`src/hw/rtl/assert_macros.svh`:
```
// Assertion helpers, included by tlb_page_table_mmu.
`ifndef ASSERT_MACROS_SVH
`define ASSERT_MACROS_SVH

// Concurrent implication check, disabled in reset.
`define ASSERT_IMPL(label, clk, rst_n, ante, cons, msg) \
  label: assert property (@(posedge clk) disable iff (!rst_n) (ante) |-> (cons)) \
    else $error(msg);

// Next-cycle implication check, disabled in reset.
`define ASSERT_NEXT(label, clk, rst_n, ante, cons, msg) \
  label: assert property (@(posedge clk) disable iff (!rst_n) (ante) |=> (cons)) \
    else $error(msg);

`endif

```
`src/hw/rtl/tlbmmu_pkg.sv`:
```
// ----------------------------------------------------------------------------
// tlbmmu_pkg
// Shared constants, codes and the controller/datapath command/status structs.
// ----------------------------------------------------------------------------
`timescale 1ns / 1ps

package tlbmmu_pkg;

  localparam int PAGES_DEF       = 64;
  localparam int TLB_ENTRIES_DEF = 16;

  localparam logic [6:0]  PAGES_IN_USE_RST = 7'd64;
  localparam logic [15:0] LFSR_SEED_RST    = 16'd44257;
  localparam logic [15:0] LFSR_TAPS        = 16'hB400;

  localparam logic [1:0] CMD_READ   = 2'd0;
  localparam logic [1:0] CMD_WRITE  = 2'd1;
  localparam logic [1:0] CMD_LOADED = 2'd2;
  localparam logic [1:0] CMD_BAD    = 2'd3;

  localparam logic [2:0] ST_HIT      = 3'd0;
  localparam logic [2:0] ST_MISS     = 3'd1;
  localparam logic [2:0] ST_FAULT    = 3'd2;
  localparam logic [2:0] ST_RESOLVED = 3'd3;
  localparam logic [2:0] ST_REJECT   = 3'd4;

  localparam logic CFG_PAGES_IN_USE = 1'b0;
  localparam logic CFG_LFSR_SEED    = 1'b1;

  // Controller commands toward the datapath.
  typedef struct packed {
    logic lookup;   // capture the word and start the page table read
    logic commit;   // apply the update and load the result register
  } ctl_cmd_t;

  // Datapath status toward the controller.
  typedef struct packed {
    logic busy_dummy;
  } dp_stat_t;

endpackage

```
`src/hw/rtl/tlb_page_table_mmu.sv`:
```
// ----------------------------------------------------------------------------
// tlb_page_table_mmu
// MMU with a fully associative TLB, a page table and LFSR replacement.
// ----------------------------------------------------------------------------
// The accepting edge captures a word together with its page table entry, and
// the next edge searches the TLB registers, commits the update and loads the
// output register, so the result is valid after that edge. The result then
// sits in the output register until taken, and the next word is accepted
// only after that, so no new word is taken while a result is held.
// Configuration writes are taken in any cycle and need the block to be idle.
`timescale 1ns / 1ps
`include "assert_macros.svh"

module tlb_page_table_mmu #(
  parameter int PAGES       = tlbmmu_pkg::PAGES_DEF,
  parameter int TLB_ENTRIES = tlbmmu_pkg::TLB_ENTRIES_DEF
) (
  input  logic        clk,
  input  logic        rst_n,
  input  logic        cfg_valid,
  output logic        cfg_ready,
  input  logic        cfg_index,
  input  logic [15:0] cfg_data,
  input  logic        in_valid,
  output logic        in_ready,
  input  logic [1:0]  in_cmd,
  input  logic [5:0]  in_page,
  input  logic [5:0]  in_frame,
  output logic        out_valid,
  input  logic        out_ready,
  output logic [2:0]  out_status,
  output logic [5:0]  out_frame_out,
  output logic [5:0]  out_fault_page,
  output logic [31:0] out_hit_count,
  output logic [31:0] out_miss_count
);

  tlbmmu_pkg::ctl_cmd_t cmd;

  assign cfg_ready = 1'b1;

  tlbmmu_ctrl u_ctrl (
    .clk(clk), .rst_n(rst_n), .in_valid(in_valid), .in_ready(in_ready),
    .out_valid(out_valid), .out_ready(out_ready), .cmd(cmd)
  );

  tlbmmu_dp #(.PAGES(PAGES), .TLB_ENTRIES(TLB_ENTRIES)) u_dp (
    .clk(clk), .rst_n(rst_n), .cmd(cmd), .cfg_valid(cfg_valid),
    .cfg_index(cfg_index), .cfg_data(cfg_data), .in_cmd(in_cmd),
    .in_page(in_page), .in_frame(in_frame), .out_status(out_status),
    .out_frame_out(out_frame_out), .out_fault_page(out_fault_page),
    .out_hit_count(out_hit_count), .out_miss_count(out_miss_count)
  );

  `ASSERT_NEXT(a_lookup_commit, clk, rst_n, cmd.lookup, cmd.commit, "commit must follow lookup")
  `ASSERT_NEXT(a_commit_out, clk, rst_n, cmd.commit, out_valid, "result must follow commit")
  `ASSERT_IMPL(a_no_accept_out, clk, rst_n, out_valid, !in_ready, "accept while result held")

endmodule

```
`src/hw/rtl/tlbmmu_ctrl.sv`:
```
// ----------------------------------------------------------------------------
// tlbmmu_ctrl
// Sequencer: accept a word, read, commit, then hold the result until taken.
// ----------------------------------------------------------------------------
`timescale 1ns / 1ps

module tlbmmu_ctrl (
  input  logic                 clk,
  input  logic                 rst_n,
  input  logic                 in_valid,
  output logic                 in_ready,
  output logic                 out_valid,
  input  logic                 out_ready,
  output tlbmmu_pkg::ctl_cmd_t cmd
);

  typedef enum logic [1:0] {S_IDLE, S_EXEC, S_OUT} state_t;

  state_t state_r;
  logic   out_valid_r;

  assign in_ready   = (state_r == S_IDLE);
  assign out_valid  = out_valid_r;
  assign cmd.lookup = in_valid && in_ready;
  assign cmd.commit = (state_r == S_EXEC);

  always_ff @(posedge clk) begin
    if (!rst_n) begin
      state_r     <= S_IDLE;
      out_valid_r <= 1'b0;
    end else begin
      case (state_r)
        S_IDLE: begin
          if (in_valid) state_r <= S_EXEC;
        end
        S_EXEC: begin
          state_r     <= S_OUT;
          out_valid_r <= 1'b1;
        end
        S_OUT: begin
          if (out_ready) begin
            state_r     <= S_IDLE;
            out_valid_r <= 1'b0;
          end
        end
        default: state_r <= S_IDLE;
      endcase
    end
  end

endmodule

```
`src/hw/rtl/tlbmmu_dp.sv`:
```
// ----------------------------------------------------------------------------
// tlbmmu_dp
// TLB registers, page table memory, victim LFSR, counters and result register.
// ----------------------------------------------------------------------------
`timescale 1ns / 1ps

module tlbmmu_dp #(
  parameter int PAGES       = tlbmmu_pkg::PAGES_DEF,
  parameter int TLB_ENTRIES = tlbmmu_pkg::TLB_ENTRIES_DEF
) (
  input  logic                 clk,
  input  logic                 rst_n,
  input  tlbmmu_pkg::ctl_cmd_t cmd,
  input  logic                 cfg_valid,
  input  logic                 cfg_index,
  input  logic [15:0]          cfg_data,
  input  logic [1:0]           in_cmd,
  input  logic [5:0]           in_page,
  input  logic [5:0]           in_frame,
  output logic [2:0]           out_status,
  output logic [5:0]           out_frame_out,
  output logic [5:0]           out_fault_page,
  output logic [31:0]          out_hit_count,
  output logic [31:0]          out_miss_count
);

  localparam int TW = (TLB_ENTRIES > 1) ? $clog2(TLB_ENTRIES) : 1;
  localparam int PW = $clog2(PAGES);
  localparam int CW = PW + 1;
  localparam int VSH = 24;
  localparam logic [24:0] VMUL = 25'(((1 << VSH) + TLB_ENTRIES - 1) / TLB_ENTRIES);

  logic [TLB_ENTRIES-1:0] tlb_valid_r;
  logic [5:0]             tlb_page_r  [TLB_ENTRIES];
  logic [5:0]             tlb_frame_r [TLB_ENTRIES];
  logic [PAGES-1:0]       pt_valid_r;
  logic [PAGES-1:0]       pt_dirty_r;
  logic [PAGES-1:0]       pt_req_r;
  logic [5:0]             pt_frame_mem [PAGES];
  logic [5:0]             pt_rd_r;
  logic                   pt_vld_r;

  logic        waiting_r, pend_write_r;
  logic [5:0]  pend_page_r;
  logic [15:0] lfsr_r;
  logic [31:0] hits_r, misses_r;
  logic [6:0]  piu_r;
  logic [1:0]  cmd_r;
  logic [5:0]  page_r, frame_r;

  logic [2:0] status_r;
  logic [5:0] fout_r, fpage_r;

  logic            hit;
  logic [5:0]      hit_frame;
  logic            have_free;
  logic [TW-1:0]   free_idx, victim, fill_idx;
  logic [15:0]     lfsr_step;
  logic [39:0]     vprod;
  logic [15:0]     vquo, vrem;
  logic [CW-1:0]   limit;
  logic            in_range, fill;
  logic [5:0]      fill_frame;
  logic [PW-1:0]   pidx;

  assign pidx = PW'(page_r);
  assign limit = ({{(CW > 7 ? CW-7 : 0){1'b0}}, piu_r} > CW'(PAGES)) ? CW'(PAGES)
                 : CW'(piu_r);
  assign in_range = ({{(CW > 6 ? CW-6 : 0){1'b0}}, page_r} < limit) &&
                    (32'(page_r) < PAGES);

  always_comb begin
    hit       = 1'b0;
    hit_frame = '0;
    for (int i = 0; i < TLB_ENTRIES; i++) begin
      if (!hit && tlb_valid_r[i] && tlb_page_r[i] == page_r) begin
        hit       = 1'b1;
        hit_frame = tlb_frame_r[i];
      end
    end
    have_free = 1'b0;
    free_idx  = '0;
    for (int i = TLB_ENTRIES-1; i >= 0; i--) begin
      if (!tlb_valid_r[i]) begin
        have_free = 1'b1;
        free_idx  = TW'(i);
      end
    end
  end

  assign lfsr_step = lfsr_r[0] ? ((lfsr_r >> 1) ^ tlbmmu_pkg::LFSR_TAPS) : (lfsr_r >> 1);

  // The victim is the stepped LFSR modulo the TLB size, taken by multiplying
  // with a constant reciprocal; the quotient is exact for any 16-bit value.
  assign vprod     = 40'(lfsr_step) * 40'(VMUL);
  assign vquo      = vprod[VSH+15:VSH];
  assign vrem      = lfsr_step - vquo * 16'(TLB_ENTRIES);
  assign victim    = TW'(vrem);
  assign fill_idx  = have_free ? free_idx : victim;

  // Decide the outcome for the captured word.
  logic [2:0] st;
  logic [5:0] fo, fp;
  always_comb begin
    st = tlbmmu_pkg::ST_REJECT; fo = '0; fp = '0; fill = 1'b0; fill_frame = '0;
    if (cmd_r == tlbmmu_pkg::CMD_BAD || !in_range) begin
      st = tlbmmu_pkg::ST_REJECT;
    end else if (cmd_r == tlbmmu_pkg::CMD_LOADED) begin
      if (waiting_r && page_r == pend_page_r) begin
        st = tlbmmu_pkg::ST_RESOLVED; fo = frame_r; fill = 1'b1; fill_frame = frame_r;
      end
    end else if (!waiting_r) begin
      if (hit) begin
        st = tlbmmu_pkg::ST_HIT; fo = hit_frame;
      end else if (pt_vld_r) begin
        st = tlbmmu_pkg::ST_MISS; fo = pt_rd_r; fill = 1'b1; fill_frame = pt_rd_r;
      end else begin
        st = tlbmmu_pkg::ST_FAULT; fp = page_r;
      end
    end
  end

  always_ff @(posedge clk) begin
    if (cmd.lookup) begin
      cmd_r    <= in_cmd;
      page_r   <= in_page;
      frame_r  <= in_frame;
      pt_rd_r  <= pt_frame_mem[PW'(in_page)];
      pt_vld_r <= pt_valid_r[PW'(in_page)];
    end
    if (cmd.commit) begin
      status_r <= st;
      fout_r   <= fo;
      fpage_r  <= fp;
      if (st == tlbmmu_pkg::ST_RESOLVED) pt_frame_mem[pidx] <= frame_r;
      if (fill) begin
        tlb_page_r[fill_idx]  <= page_r;
        tlb_frame_r[fill_idx] <= fill_frame;
      end
    end
  end

  always_ff @(posedge clk) begin
    if (!rst_n) begin
      tlb_valid_r  <= '0;
      pt_valid_r   <= '0;
      pt_dirty_r   <= '0;
      pt_req_r     <= '0;
      waiting_r    <= 1'b0;
      pend_page_r  <= '0;
      pend_write_r <= 1'b0;
      lfsr_r       <= tlbmmu_pkg::LFSR_SEED_RST;
      hits_r       <= '0;
      misses_r     <= '0;
      piu_r        <= tlbmmu_pkg::PAGES_IN_USE_RST;
    end else begin
      if (cfg_valid) begin
        if (cfg_index == tlbmmu_pkg::CFG_PAGES_IN_USE) piu_r <= cfg_data[6:0];
        else lfsr_r <= (cfg_data == 16'd0) ? 16'd1 : cfg_data;
      end
      if (cmd.commit) begin
        if (fill) begin
          tlb_valid_r[fill_idx] <= 1'b1;
          if (!have_free) lfsr_r <= lfsr_step;
        end
        case (st)
          tlbmmu_pkg::ST_HIT: begin
            if (hits_r != '1) hits_r <= hits_r + 32'd1;
            if (cmd_r == tlbmmu_pkg::CMD_WRITE) pt_dirty_r[pidx] <= 1'b1;
          end
          tlbmmu_pkg::ST_MISS: begin
            if (misses_r != '1) misses_r <= misses_r + 32'd1;
            if (cmd_r == tlbmmu_pkg::CMD_WRITE) pt_dirty_r[pidx] <= 1'b1;
          end
          tlbmmu_pkg::ST_FAULT: begin
            if (misses_r != '1) misses_r <= misses_r + 32'd1;
            pt_req_r[pidx] <= 1'b1;
            waiting_r      <= 1'b1;
            pend_page_r    <= page_r;
            pend_write_r   <= (cmd_r == tlbmmu_pkg::CMD_WRITE);
          end
          tlbmmu_pkg::ST_RESOLVED: begin
            pt_valid_r[pidx] <= 1'b1;
            pt_req_r[pidx]   <= 1'b0;
            if (pend_write_r) pt_dirty_r[pidx] <= 1'b1;
            waiting_r    <= 1'b0;
            pend_write_r <= 1'b0;
          end
          default: ;
        endcase
      end
    end
  end

  assign out_status     = status_r;
  assign out_frame_out  = fout_r;
  assign out_fault_page = fpage_r;
  assign out_hit_count  = hits_r;
  assign out_miss_count = misses_r;

endmodule
```
`config.mk`:
```
export PLATFORM = sky130hd
export DESIGN_NAME = tlb_page_table_mmu
export DESIGN_NICKNAME = d
export VERILOG_FILES = /design/src/hw/rtl/tlbmmu_pkg.sv /design/src/hw/rtl/tlb_page_table_mmu.sv /design/src/hw/rtl/tlbmmu_ctrl.sv /design/src/hw/rtl/tlbmmu_dp.sv
export VERILOG_INCLUDE_DIRS = /design/src /design/src/hw/rtl
export SDC_FILE = /design/constraint.sdc
export NUM_CORES = 1
export LEC_CHECK = 0
export BUFFER_PORTS_ARGS = -buffer_cell sky130_fd_sc_hd__buf_2
export CORE_UTILIZATION = 30
export CTS_CLUSTER_SIZE = 28
export DETAILED_ROUTE_END_ITERATION = 8
export GPL_ROUTABILITY_DRIVEN = 0
export GPL_TIMING_DRIVEN = 0
export PLACE_DENSITY = 0.42
export SYNTH_ARGS = -nofsm -noshare
export SYNTH_HDL_FRONTEND = slang
export SYNTH_SLANG_ARGS = --single-unit
export TNS_END_PERCENT = 5
```
`constraint.sdc`:
```
create_clock -name clk -period 4.01 [get_ports clk]
set_input_delay 0.802 -clock clk [delete_from_list [all_inputs] [get_ports clk]]
set_output_delay 0.802 -clock clk [all_outputs]
set_load 0.02 [all_outputs]
```
Word level (Yosys, flattened, before mapping) --
Memory sizes are Yosys's and may differ from the RTL's. A register that Yosys moved wholly into a read port is not among the register bits. Index checks and enable logic that the tools add are counted.
Operators by class: $add $sub $neg 3, order comparisons 7, equal/unequal tests 28, mux-type cells 112, bitwise logic cells 4, reduce and logical (&&, ||, !) cells 68
Operators by type and width (number):
- 6-bit 2-to-1 mux | 25
- 16-bit 2-to-1 mux | 7
- 6-bit == test | 17
- 4-bit 2-to-1 mux | 17
- 32-bit by 1-bit adder with 32-bit output (second input constant) | 2
- 32-bit inequality test (second input constant) | 2
- 64-bit OR | 1
- 1-bit 2-to-1 mux | 48
- 1-bit logical AND | 35
- 1-bit zero test | 16
- 16-bit zero test | 1
- 16-bit OR | 1
- 3-bit 2-to-1 mux | 5
- 6-bit by 7-bit < comparator with 1-bit output (second input constant) | 2
- 2-bit AND reduction | 7
- 7-bit greater-than comparator (second input constant) | 1
- 6-bit by 7-bit < comparator with 1-bit output | 1
- 7-bit 2-to-1 mux | 1
- 1-bit binary-select mux with 6-bit select | 1
- 1-bit demux with 6-bit select | 1
- 2-bit == test (second input constant) | 3
- 3-bit by 2-bit == test with 1-bit output (second input constant) | 2
- 6-bit by 1-bit greater-or-equal comparator with 1-bit output (second input constant) | 1
- 2-bit 2-to-1 mux | 3
- 18 further kinds | 22
Storage, ports and cells: register bits after elaboration 207, RAM bits 576, output and inout bits 82, word-level logic and storage cells 242, memories 3
Memories:
- u_dp.pt_frame_mem | depth 64, bits a word 6, read ports 1, clocked after memory_dff 1, wr ports 1, line tlbmmu_dp.sv:39 | logic [5:0] pt_frame_mem [PAGES];
- u_dp.tlb_frame_r | depth 16, bits a word 6, read ports 16, clocked after memory_dff 0, wr ports 1, line tlbmmu_dp.sv:35 | logic [5:0] tlb_frame_r [TLB_ENTRIES];
- u_dp.tlb_page_r | depth 16, bits a word 6, read ports 16, clocked after memory_dff 0, wr ports 1, line tlbmmu_dp.sv:34 | logic [5:0] tlb_page_r [TLB_ENTRIES];

Logic depth before layout (Yosys ltp) --
Gate-level depths: netlist (run 1). An unclocked memory read counts as a cell.
depth in word-level cells 72, gate-level depth with buffers 14

Modules after synthesis --
Synthesis (run 1) repeated with hierarchy kept, for this count alone.
Unflattened totals: cells, all modules 2093, area, all modules 32217.1 um2
Modules (own cells, without submodules):
- tlbmmu_dp | instances 1, cells each 2077, area an instance 32079.5 um2
- tlbmmu_ctrl | instances 1, cells each 14, area an instance 126.4 um2
- tlb_page_table_mmu | instances 1, cells each 2, area an instance 11.3 um2

Worst setup path after synthesis (run 1) --
OpenSTA, ideal clock, no wires.
path kind register to register, start point reg u_dp.page_r[4], end point mem u_dp.tlb_frame_r[0][0] (enable), arrival 3.266 ns, required time 3.630 ns, path slack 0.364 ns, stages on the path, launching flop included 13, cells stage by stage edfxtp_1 -> buf_4 -> xor2_1 -> nor3_1 -> and4_1 -> buf_4 -> nor3_1 -> and3_4 -> buf_6 -> a31oi_1 -> nor3b_1 -> o21ai_0 -> nor2_1
Between the ends: cells in the longest elaborated chain, start to end 70, elaborated cells on any way between the ends 91, those cells by class order compare: 1; eq/ne: 17; mux: 24; reduce/logical: 49
RTL lines:
- from (decl) | line tlbmmu_dp.sv:49 | logic [5:0] page_r, frame_r;
- from (signal assigned) | line tlbmmu_dp.sv:126 | page_r <= in_page;
- 6-bit == test | line tlbmmu_dp.sv:76 | if (!hit && tlb_valid_r[i] && tlb_page_r[i] == page_r) begin
- 1-bit logical AND | line tlbmmu_dp.sv:76
- 1-bit 2-to-1 mux | line tlbmmu_dp.sv:76
- 1-bit zero test | line tlbmmu_dp.sv:76
- 1-bit logical AND (2 in series) | line tlbmmu_dp.sv:76
- 1-bit 2-to-1 mux | line tlbmmu_dp.sv:76
- 1-bit zero test | line tlbmmu_dp.sv:76
- 1-bit logical AND (2 in series) | line tlbmmu_dp.sv:76
- [... 52 more ...]
- 1-bit 2-to-1 mux | line tlbmmu_dp.sv:76
- 1-bit 2-to-1 mux | line tlbmmu_dp.sv:113 | if (hit) begin
- 1-bit 2-to-1 mux | line tlbmmu_dp.sv:112 | end else if (!waiting_r) begin
- 1-bit 2-to-1 mux | line tlbmmu_dp.sv:108 | end else if (cmd_r == tlbmmu_pkg::CMD_LOADED) begin
- 1-bit 2-to-1 mux (*) | line tlbmmu_dp.sv:106 | if (cmd_r == tlbmmu_pkg::CMD_BAD || !in_range) begin
- 1-bit 2-to-1 mux (*) | line tlbmmu_dp.sv:136 | if (fill) begin
- 1-bit 2-to-1 mux (*) | line tlbmmu_dp.sv:131 | if (cmd.commit) begin
- 1-bit 2-to-1 mux (not written as such) (*) | line tlbmmu_dp.sv:138 | tlb_frame_r[fill_idx] <= fill_frame;
- to (decl) | line tlbmmu_dp.sv:35
Every way passes the cells marked *; elsewhere a longest branch is shown, timed or not.

Worst setup path after layout (run 1) --
start point reg u_dp.page_r[4], end point mem u_dp.pt_frame_mem[15][2] (enable)
Between the ends: cells in the longest elaborated chain, start to end 71, elaborated cells on any way between the ends 92, those cells by class order compare: 1; eq/ne: 18; mux: 24; reduce/logical: 49
RTL lines:
- 6-bit == test | line tlbmmu_dp.sv:76
- 1-bit logical AND | line tlbmmu_dp.sv:76
- 1-bit 2-to-1 mux | line tlbmmu_dp.sv:76
- 1-bit zero test | line tlbmmu_dp.sv:76
- 1-bit logical AND (2 in series) | line tlbmmu_dp.sv:76
- 1-bit 2-to-1 mux | line tlbmmu_dp.sv:76
- 1-bit zero test | line tlbmmu_dp.sv:76
- 1-bit logical AND (2 in series) | line tlbmmu_dp.sv:76
- [... 53 more ...]
- 3-bit 2-to-1 mux | line tlbmmu_dp.sv:113
- 3-bit 2-to-1 mux | line tlbmmu_dp.sv:112
- 3-bit 2-to-1 mux | line tlbmmu_dp.sv:108
- 3-bit 2-to-1 mux | line tlbmmu_dp.sv:106
- 3-bit by 2-bit == test with 1-bit output | line tlbmmu_dp.sv:135 | if (st == tlbmmu_pkg::ST_RESOLVED) pt_frame_mem[pidx] <= frame_r;
- 1-bit 2-to-1 mux | line tlbmmu_dp.sv:135
- 1-bit 2-to-1 mux | line tlbmmu_dp.sv:131
- 1-bit 2-to-1 mux (not written as such) | line tlbmmu_dp.sv:135
- to (decl) | line tlbmmu_dp.sv:39
Several ways; a longest one is shown, not always the timed one.

==> metrics.txt, run 1 <==
outcome completed; Net count, final 2372; number of global-route vias before repair 19500; worst skew pair latency 0.66 ns; initial antenna violation count 6; worst-path maximum fanout 17; worst rel slew slack 23.6%; min-delay src in_frame[3]; die area 0.109 mm^2; CORE AREA 0.107 mm^2; GR Overflow Total 0; clk buf depth 3; detailed-route wire length 91600 um; reg2reg setup slack 0.02 ns; top_reg_cell synth edfxtp_1; grt met2 use 28.0%; largest net degree at the start of global routing 29; Area after DPL 0.0351 mm^2; RSZ-0062 raised after global routing true; Post-Synth Adder-Cell Area 0.270%; Max-cap violations 0; max-slew violation count 0; synthesis-to-layout area growth 20.6%; Final Hold Viols 0; Synth Warn # 0; busiest layer in global routing met2; Post-Synth Simple-Gate Area 10.1%; initial core utilization 30.2%; worst r2r src u_dp.page_r[4]; DP Wirelength 64100 um; Final setup viols 0; Die X 331 um; Synth Area in XOR/XNOR 4.17%; Worst setup SP type flip-flop; FMAX 250 MHz; Synth area leader edfxtp_1; Final Core Density 36.5%; Hold EP u_dp.frame_r[3]; crit share post-route 99.6%; power per cell area 473 mW/mm^2; first-pass GRT wire length 135000 um; vias per inst 4.94; root cell of the clock tree clkbuf_16; cell area after synthesis 0.0324 mm^2; # IOs 118; # diodes 0; Inst Count DP 3611; antenna viol nets, final 0; sequential cell area fraction in the yosys report 67.7%; Worst EP required 4.29 ns; Reg-to-Reg End u_dp.pt_frame_mem[15][2]; layout cells sized above 1 24.8%; vias 18800; number of flops mapped to enable cells by yosys 612; total track usage 16.9%; Pre-antenna DRT Iters 5; register area 0.0219 mm^2; CTS tree done; leakage 12.9 nW; Tot Pwr 0.0185 W; Min-Delay Path Class in -> reg; mux cell area share after synthesis 10.8%; area occupied by multi-input gates 0.0103 mm^2; GR Layer Usage met1 23.2%; Filler cells 10100; number of clock sinks 789; Core Rows 120; I/O Buffers 114; FF+latch count, synth 789; Post-Syn Nets 2123; Final Critical Period 3.99 ns; Register-to-Register Path Depth 9; critical path arrival 4.27 ns; M3 GR Usage 2.44%; compound-gate portion of the synthesized area 5.02%; clock skew 0.0221 ns; Slew @ Worst Pin 1.14 ns; 1st-iter DRT viols 1302; Async S/R FF share, synth 0%; Num CTS Buffers 91; DRC viols 0; most common cell after layout, fill and taps aside edfxtp_1; hold_ws 0.315 ns; synthesized area per cell 15.6 um^2; most frequent cells in the layout 612 x edfxtp_1, 177 x dfxtp_1, 147 x mux4_2, 123 x buf_2, 104 x nand2_1; DR WL/cell 24.0 um; Finished Cell Area 0.0391 mm^2; CP Class reg -> reg; Area contributors post-synth edfxtp_1 57%, dfxtp_1 11%, mux4_2 10%; Synth cell types 75; H-tree levels 3; Critical Path End Type flip-flop; Max IR drop VDD 0.000332 V; Worst Hold Depth 1; Clock transition at path regs 0.06 ns; share of Yosys cell area claimed by the top area cell type 56.8%; Die Ht 331 um; Final Non-Filler Cells 3811; main combinational cell family by area after synthesis multiplexers; Synth Instances 2080
==> worst max-delay path by stage <==
| stage | start | to | cells past startpoint |
|---|---|---|---|
| final | u_dp.page_r[4] | u_dp.pt_frame_mem[15][2] | 9 |
| after global routing | u_dp.page_r[1] | u_dp.pt_frame_mem[15][2] | 10 |
| after CTS | u_dp.page_r[3] | u_dp.pt_frame_mem[7][3] | 10 |
| after detailed placement | u_dp.page_r[4] | u_dp.tlb_frame_r[2][3] | 12 |
| after global placement | u_dp.page_r[4] | u_dp.tlb_frame_r[11][0] | 10 |
| after floorplan | u_dp.page_r[4] | u_dp.tlb_frame_r[0][0] | 12 |
==> layer usage <==
metal | vias up | part of all wire, %
li1 | 8577 | -
met1 | 9707 | 46
met2 | 431 | 48
met3 | 124 | 4.0
met4 | 0 | 2.2
met5 | - | 0
==> area by class of cell <==
| cell class | count | area share [%] |
|---|---|---|
| clock buffers | 107 | 6.24 |
| flip-flops and latches | 789 | 56.1 |
| repair buffers | 156 | 3.44 |
| inverters | 17 | 0.163 |
| well taps | 1403 | 4.49 |
| plain buffers | 108 | 1.44 |
| clock inverters | 65 | 1.82 |
| multi-input cells | 1166 | 26.3 |
==> metrics by stage <==
step,TNS (ns),setup WS (ns)
2_1_floorplan,0,0.364
3_3_place_gp,-788.92,-2.13
3_5_place_dp,-793.21,-1.67
4_1_cts,-0.0611,-0.0142
5_1_grt,-12.01,-0.223
6_report,0,0.0168
==> state kept, by name, indices dropped and copies added, names as in the netlist <==
signal and flops:
u_dp.out_frame_out 6, u_dp.out_fault_page 6, u_ctrl.state_r 2, u_dp.tlb_frame_r 96, u_dp.out_hit_count 32, u_dp.cmd_r 2
u_dp.tlb_valid_r 16, u_dp.waiting_r 1, u_dp.out_miss_count 32, u_dp.pt_vld_r 1, u_ctrl.out_valid 1, u_dp.piu_r 7
u_dp.pt_valid_r 64, u_dp.frame_r 6, u_dp.out_status 3, u_dp.lfsr_r 16, u_dp.pt_frame_mem 384, u_dp.page_r 6
u_dp.pt_rd_r 6, u_dp.pend_page_r 6, u_dp.tlb_page_r 96
==> logic make-up (layout without fill, tap and decap cells) <==
family                     after synthesis  in the layout
xor gates and xnor gates               154            154
adders and majority gates                7              7
and+or+nand+nor                        606            606
DFF                                    789            789
muxes                                  167            167
buffers and inverters                  125            453
AOI/OAI and AO/OA                      231            231
other                                    1              1
==> cell usage after synthesis (all sizes together), types with 24 or more instances <==
cell type,instances
o21ai,51
nand2,107
nor3,30
clkbuf,59
a21oi,24
nor2,128
edfxtp,612
xor2,57
buf,49
xnor2,97
mux4,147
o21a,66
nand4,45
nand3,81
dfxtp,177
and2,59
and3,37
nor4,32
==> critical path, cell delays in order (launching register included) <==
cell and delay (ns):
edfxtp_1 0.54, buf_4 0.34, ha_1 0.28, o21ai_0 0.17, a21oi_1 0.09, nand3b_1 0.25, o21ai_1 0.24, nor2_4 0.33
nand4b_1 0.55, nor2_1 0.79
==> repair_timing <==
| action | 4_1_cts | 5_1_grt |
|---|---|---|
| pin swaps | 15 | 4 |
| hold buffers | 0 | 0 |
| buffers inserted | 25 | 3 |
| gates resized for setup | 66 | 56 |
| setup endpoints to repair | 852 | 512 |
==> power by group <==
group | leakage (nW) | total (W) | internal (W) | switching [W]
clock | 1.54 | 0.00863 | 0.00515 | 0.00347
combinational | 4.39 | 0.000930 | 0.000345 | 0.000585
sequential | 6.98 | 0.00892 | 0.00887 | 0.0000547
No activity file was read; power rests on OpenSTA's default activity.
==> inputs of run 2 (changes only) <==
--- a/config.mk
+++ b/config.mk
@@ -13,7 +13,10 @@
 export GPL_ROUTABILITY_DRIVEN = 0
 export GPL_TIMING_DRIVEN = 0
 export PLACE_DENSITY = 0.42
+export SETUP_SLACK_MARGIN = 0.02
+export SKIP_LAST_GASP = 1
 export SYNTH_ARGS = -nofsm -noshare
 export SYNTH_HDL_FRONTEND = slang
+export SYNTH_HIERARCHICAL = 1
 export SYNTH_SLANG_ARGS = --single-unit
 export TNS_END_PERCENT = 5
==> run 2 against run 1 <==
The flow now finishes with violations (negative setup slack); largest power group unchanged; sequential cell count unchanged; worst setup slack got worse by 0.032 ns; clock skew increased by 0.0029 ns; routed wire length increased by 1.6%; register-to-register slack got worse by 0.03 ns; die area decreased by 0.51%.
==> metrics.txt, run 2 <==
worst rel slew slack 16.9%; GR Layer Usage met1 23.9%; largest net degree at the start of global routing 32; CP bufs+invs 4; CP Class reg -> reg; DR WL/cell 24.2 um; most frequent cell after synthesis edfxtp_1; Final Critical Period 4.03 ns; Area contributors post-synth edfxtp_1 57%, dfxtp_1 11%, mux4_2 10%; DP Wirelength 63600 um; total track usage 17.1%; Post-Syn Nets 2136; initial core utilization 30.4%; most frequent cells in the layout 612 x edfxtp_1, 177 x dfxtp_1, 147 x mux4_2, 117 x buf_2, 115 x nand2_1; vias 19400; worst skew pair latency 0.67 ns; Core Rows 119; layout cells sized above 1 23.9%; vias per inst 5.04; violated checks negative setup slack; Seq pwr share 49.4%; Register-to-Register Path Depth 14; share of Yosys cell area claimed by the top area cell type 57.0%; Tot Pwr 0.0180 W; # IOs 118; sequential cell area fraction in the yosys report 68.0%; Largest regs u_dp/pt_frame_mem (384), u_dp/tlb_frame_r (96), u_dp/tlb_page_r (96); initial antenna violation count 5; antenna viol nets, final 0; H-tree levels 3; number of global-route vias before repair 19500; DRC viols 0; Biggest register u_dp/pt_frame_mem; top_reg_cell synth edfxtp_1; Die Ht 330 um; grt met2 use 27.3%; Worst EP required 4.57 ns; register area 0.0219 mm^2; M3 GR Usage 2.95%; CORE AREA 0.106 mm^2; clock skew 0.0250 ns; area occupied by multi-input gates 0.0102 mm^2; commonest cells in the synthesized netlist 612 x edfxtp_1, 177 x dfxtp_1, 147 x mux4_2; Clock transition at path regs 0.06 ns; busiest layer in global routing met2; Filler cells 9968; Synth area leader edfxtp_1; CP max stage cell edfxtp_1; hold_ws 0.316 ns; sw power 0.00399 W; # diodes 0; Int Pwr 0.0140 W; Pre-antenna DRT Iters 5; Max-cap violations 0; Worst Hold Depth 1; outcome complete, but fails checks; I/O Buffers 114; leakage 13.0 nW; CTS tree done; clk buf depth 3; detailed-route wire length 93000 um; Final Core Density 36.8%; die area 0.109 mm^2; cell area after synthesis 0.0322 mm^2; first-pass GRT wire length 135000 um; Net Sw Frac 22.2%; number of clock sinks 789; critical path's most frequent cell buf_4; min-delay src in_frame[0]; Hold EP u_dp/frame_r[0]; root cell of the clock tree clkbuf_16; Slew @ Worst Pin 1.23 ns; max-slew violation count 0; 1st-iter DRT viols 1494; Die X 330 um; synthesized area per cell 15.4 um^2; maximum single-stage delay on the critical path 0.42 ns; Reg-to-Reg End u_dp/out_miss_count[13]; Worst setup SP type flip-flop; Synth Warn # 6; hold buffer count at CTS 0; Synth Instances 2093; Final WS setup -0.0153 ns; GR Overflow Total 0; worst r2r src u_dp/page_r[4]; critical path arrival 4.58 ns; crit-path cells buf_12 -> buf_4 -> ha_1 -> nor4_1 -> o21ai_0 -> a311oi_2 -> nand2_2 -> nor4_4 -> buf_4 -> nand2_1 -> clkbuf_1 -> nor3_1 -> xor2_1 -> and2_1; Max IR drop VDD 0.000275 V; FF+latch count, synth 789; Async S/R FF share, synth 0%; RSZ-0062 raised after global routing true; crit share post-route 100%; Final Hold Viols 0; power per cell area 462 mW/mm^2; number of flops mapped to enable cells by yosys 612; most common cell after layout, fill and taps aside edfxtp_1; Synth cell types 73; max FFs per register 384; Critical Path End Type flip-flop; combinational share of power 5.2%; Min-Delay Path Class in -> reg; reg2reg setup slack -0.02 ns; Net count, final 2415; Final setup viols 7; synthesis-to-layout area growth 21.0%; FMAX 248 MHz; worst-path maximum fanout 10; Num CTS Buffers 90; clock share of power 45.4%; CP top delay family simple AND/OR/NAND/NOR gates; Setup TNS -0.0690 ns
[run 2: cell types whose count changed after synthesis, sizes merged, moves of 10 or more]
cell	previous run	this run
o21ai	51	66
buf	49	39
inv	17	31
nor3	30	44
xor2	57	81
and3	37	23
xnor2	97	75
[run 2: repair_timing]
action,4_1_cts,5_1_grt
gates cloned,0,2
pin swaps,17,3
setup buffers,45,16
gates resized for setup,93,47
endpoints found under the hold margin,0,0
endpoints found under the setup margin,853,596
[run 2: power groups by stage]
stage	sequential, W	combinational [W]	clock [W]
2_1_floorplan	0.00911	0.000438	0
6_report	0.00891	0.000930	0.00819
3_5_place_dp	0.00912	0.000834	0
3_3_place_gp	0.00918	0.000719	0
4_1_cts	0.00892	0.000917	0.00841
5_1_grt	0.00892	0.000994	0.00869
[run 2: worst max-delay path by stage]
| stage | from | end | slack [ns] | cells past startpoint |
|---|---|---|---|---|
| final | u_dp/page_r[4] | u_dp/out_miss_count[13] | -0.02 | 14 |
| after global placement | u_dp/page_r[3] | u_dp/tlb_frame_r[14][1] | -2.09 | 11 |
| after global routing | u_dp/page_r[5] | u_dp/pt_frame_mem[63][5] | -0.29 | 10 |
| after detailed placement | u_dp/page_r[3] | u_dp/tlb_frame_r[14][3] | -2.14 | 11 |
| after CTS | u_dp/page_r[0] | u_dp/pt_frame_mem[15][4] | -0.16 | 10 |
| after floorplan | u_dp/page_r[1] | u_dp/tlb_frame_r[0][0] | -0.06 | 14 |
[run 2: layer usage]
layer | vias up | share of wire (%)
li1 | 8645 | -
met1 | 10100 | 45
met2 | 529 | 47
met3 | 122 | 5.6
met4 | 2 | 2.4
met5 | - | 0.014
[run 2: stage by stage]
stage          area (um^2)  worst slack [ns]  cells
2_1_floorplan        32200           -0.0638   2093
3_3_place_gp         34500             -2.09   3598
3_5_place_dp         34900             -2.14   3611
4_1_cts              38600            -0.164   3822
5_1_grt              39000            -0.292   3840
6_report             39000           -0.0153   3840
[run 2: cells by family (layout without fill, tap and decap cells)]
group           count (synthesis)  in the layout  synth area share (%)
mux                           161            161                  10.7
simple gates                  604            604                  9.84
other cells                     1              1                0.0116
fa+ha+maj                       7              7                 0.272
flops                         789            789                  68.0
compound gates                238            238                  5.11
xor+xnor                      156            156                  4.24
buf+inv                       137            493                  1.77
[run 2: cell type report]
type | instances | area share, %
Sequential cell | 789 | 56.2
Multi-Input combinational cell | 1167 | 26.0
Clock buffer | 125 | 6.51
Tap cell | 1391 | 4.46
Timing Repair Buffer | 190 | 4.02
Buffer | 102 | 1.38
Clock inverter | 44 | 1.03
Inverter | 32 | 0.308
